[src/rtl/gau_mul.sv]
// Registered 32x32 signed multiplier.
module gau_mul (
  input  logic               clk,
  input  logic signed [31:0] a,
  input  logic signed [31:0] b,
  output logic signed [63:0] p
);
  always_ff @(posedge clk) begin
    p <= a * b;
  end
endmodule

[config.mk]
export PLATFORM = sky130hd
export DESIGN_NAME = gau_mul
export DESIGN_NICKNAME = d
export VERILOG_FILES = /design/src/rtl/gau_mul.sv
export SDC_FILE = /design/constraint.sdc
export NUM_CORES = 2
export LEC_CHECK = 0
export ABC_AREA = 0
export BUFFER_PORTS_ARGS = -buffer_cell sky130_fd_sc_hd__buf_2
export CAP_MARGIN = 40
export CELL_PAD_IN_SITES_DETAIL_PLACEMENT = 0
export CELL_PAD_IN_SITES_GLOBAL_PLACEMENT = 1
export CORE_MARGIN = 8
export CORE_UTILIZATION = 56
export CTS_CLUSTER_DIAMETER = 60
export CTS_CLUSTER_SIZE = 24
export DETAILED_ROUTE_END_ITERATION = 8
export PLACE_DENSITY_LB_ADDON = 0.1
export REMOVE_ABC_BUFFERS = 1
export SLEW_MARGIN = 20
export SYNTH_ARGS = -nofsm -noshare
export SYNTH_HDL_FRONTEND = slang
export SYNTH_SLANG_ARGS = --single-unit
[constraint.sdc]
create_clock -name clk -period 14.64 [get_ports clk]
set_clock_uncertainty 0.05 [all_clocks]
set_input_delay 2.928 -clock clk [delete_from_list [all_inputs] [get_ports clk]]
set_output_delay 2.928 -clock clk [all_outputs]
set_load 0.03 [all_outputs]
==> results.yml <==
outcome:
  status: "finished clean"
clock_tree:
  ctsHtreeMaxLevel: 3
  cts_resized: 0
  clockBufferDepth: 2
  path_clk_slew_ps: 70
  cts_hold_buffers: 0
  clockRootBuffer: "clkbuf_16"
  cts_tree: "done"
  cts_setup_buffers: 0
  cts_sinks: 64
  cts_buffers: 9
logic_synthesis:
  ys_types: 63
  synth_flop_cell: "dfxtp_1"
  ys_seq_area_share_pct: 3.440
  synth_top_cell_area_share_pct: 58.16
  synth_seq_cells: 64
  synthTopCellsByArea: "fa_1 58%, inv_1 9.6%, and2_1 8.7%, ha_1 6.2%, nand2_1 5.2%"
  yosysTopAreaCell: "fa_1"
  ys_warn_count: 0
  syn_area_um2: 37240
  synth_edf_count: 0
  ys_async_sr_fraction_pct: 0
  syn-instance-count: 3884
  syn_area_per_cell_um2: 9.589
floorplanning:
  dieWidth_um: 273.9
  rows: 94
  core_area_um2: 65860
  die_h_um: 273.9
  start_util_pct: 56.54
  pin_count: 129
  dieArea_um2: 75010
global_routing:
  gr-usage-met3_pct: 3.580
  grt_pass1_wl_um: 160200
  grt_start_max_net_pins: 33
  grt_use_met2_pct: 47.66
  use_met1_pct: 37.43
  overflow: 0
  gr-usage-all-layers_pct: 27.82
  grt_pass1_vias: 28301
  grt-busiest-layer: "met2"
  antenna_found_initial: 4
timing:
  fin_crit_sh_pct: 75.97
  layout_min_cycle_time_ps: 11120
  worst_pin_slew_ps: 906.3
  post-route-worst-setup-slack_ps: 3517
  final-hold-violation-count: 0
  slew_violations: 0
  max_freq_mhz: 89.91
  rsz0062_at_grt: "no"
  tns_ps: 0
  max_slew_margin_pct: 39.58
  setup_violations: 0
detailed_routing:
  vias: 25393
  wire_per_inst_um: 21.00
  viasPerCell: 5.389
  drc: 0
  wirelength_um: 98970
  drt-pass1-iter-count: 7
  antenna_left: 0
  drtIter0Drc: 1447
min_path:
  hold_class: "input port to register"
worst_setup_path:
  path_max_fanout: 32
  crit_arrival_ps: 11390
  end_kind: "register"
  startpoint_type: "input port"
  criticalPathCategory: "input port to register"
  worstPathRequired_ps: 14900
layout:
  area_delta_synth_final_pct: 4.082
  mostFrequentLayoutCells: "1082 x fa_1, 952 x inv_1, 516 x and2_1"
  layout_commonest_cell: "fa_1"
  finalInstanceArea_um2: 38760
  largest_reg_flops: 64
  layout-drive-gt1-share_pct: 4.860
  diodes: 0
  largestRegisters: "p x64"
  top_register: "p"
  nets: 5174
run:
  cap_violations: 0
placed_design:
  dp_slack_ps: 3026
  port-buffer-count: 128
  place_congestion: 0.9394
  dp_hpwl_um: 81040
  post_dp_cell_area_um2: 38360
==> through the flow <==
stage / util (%) / instances / hold slack, ps
after floorplan: - / 3684 / 3000
after global placement: 58.20 / 4692 / 3314
after detailed placement: 58.24 / 4693 / 3313
after CTS: 58.74 / 4709 / 3182
after global routing: 58.85 / 4712 / 3236
final: 58.85 / 4712 / 3209
==> layout make-up <==
cell class	count	area [um2]
inverter	952	3573
multi-input combinational	2668	31630
sequential	64	1281
tap	864	1081
timing repair buffer	148	863.3
clock buffer	10	239.0
clock inverter	6	91.34
fill	5866	27100
==> cells by family (layout without fill, tap and decap cells) <==
family | Yosys count | after routing | synth area share, %
AO/OA/AOI/OAI | 193 | 193 | 3.464
AND/OR/NAND/NOR | 1134 | 1134 | 15.37
flip-flops | 64 | 64 | 3.440
buffers and inverters | 1152 | 1116 | 11.62
adder cells (fa/ha/maj) | 1266 | 1266 | 64.34
XOR/XNOR | 75 | 75 | 1.764
==> cell usage after synthesis, drive strengths merged (2+ instances only) <==
| cell | count |
|---|---|
| o31ai | 7 |
| nor3 | 7 |
| a21oi | 68 |
| nand2 | 511 |
| ha | 184 |
| nand4 | 7 |
| o211ai | 3 |
| o31a | 2 |
| nand3b | 2 |
| or3 | 5 |
| o21bai | 15 |
| buf | 5 |
| inv | 952 |
| fa | 1082 |
| and2 | 516 |
| nand3 | 15 |
| o22a | 2 |
| and4 | 4 |
| a2111oi | 2 |
| a21boi | 3 |
| clkbuf | 195 |
| o21ai | 31 |
| nand2b | 9 |
| and3 | 9 |
| a21o | 25 |
| o21a | 4 |
| nor2b | 3 |
| a31oi | 13 |
| a211oi | 8 |
| xor2 | 22 |
| dfxtp | 64 |
| nor2 | 42 |
| xnor2 | 53 |
| nor4 | 2 |
==> layer usage <==
layer | part of all wire [%] | vias to the layer above
li1 | - | 10966
met2 | 50 | 788
met3 | 5.8 | 139
met5 | 0.010 | -
met1 | 41 | 13498
met4 | 2.5 | 2
==> critical path, cell delays in order <==
cell and delay [ps]:
buf_2 520, nand2_1 240, inv_1 150, fa_1 400
inv_1 240, fa_1 460, inv_1 280, fa_1 520
fa_1 890, inv_1 410, fa_1 590, inv_1 60
fa_1 520, inv_1 50, fa_1 470, inv_1 50
fa_1 450, ha_1 390, and3_1 220, nand2_1 80
or3_1 370, o211ai_1 430, a31oi_1 230, o31ai_1 270
xor2_1 160
==> path summary, 6_finish.rpt <==
path  startpoint       endpoint  slack (ps)  cells past startpoint
min         b[0]   p[0]$_DFF_P_        3210                      2
max         b[5]  p[62]$_DFF_P_        3520                     25
Power is left out: the tool's default activity adds up to more than one toggle a clock period on the data nets, which glitch-free logic cannot reach.
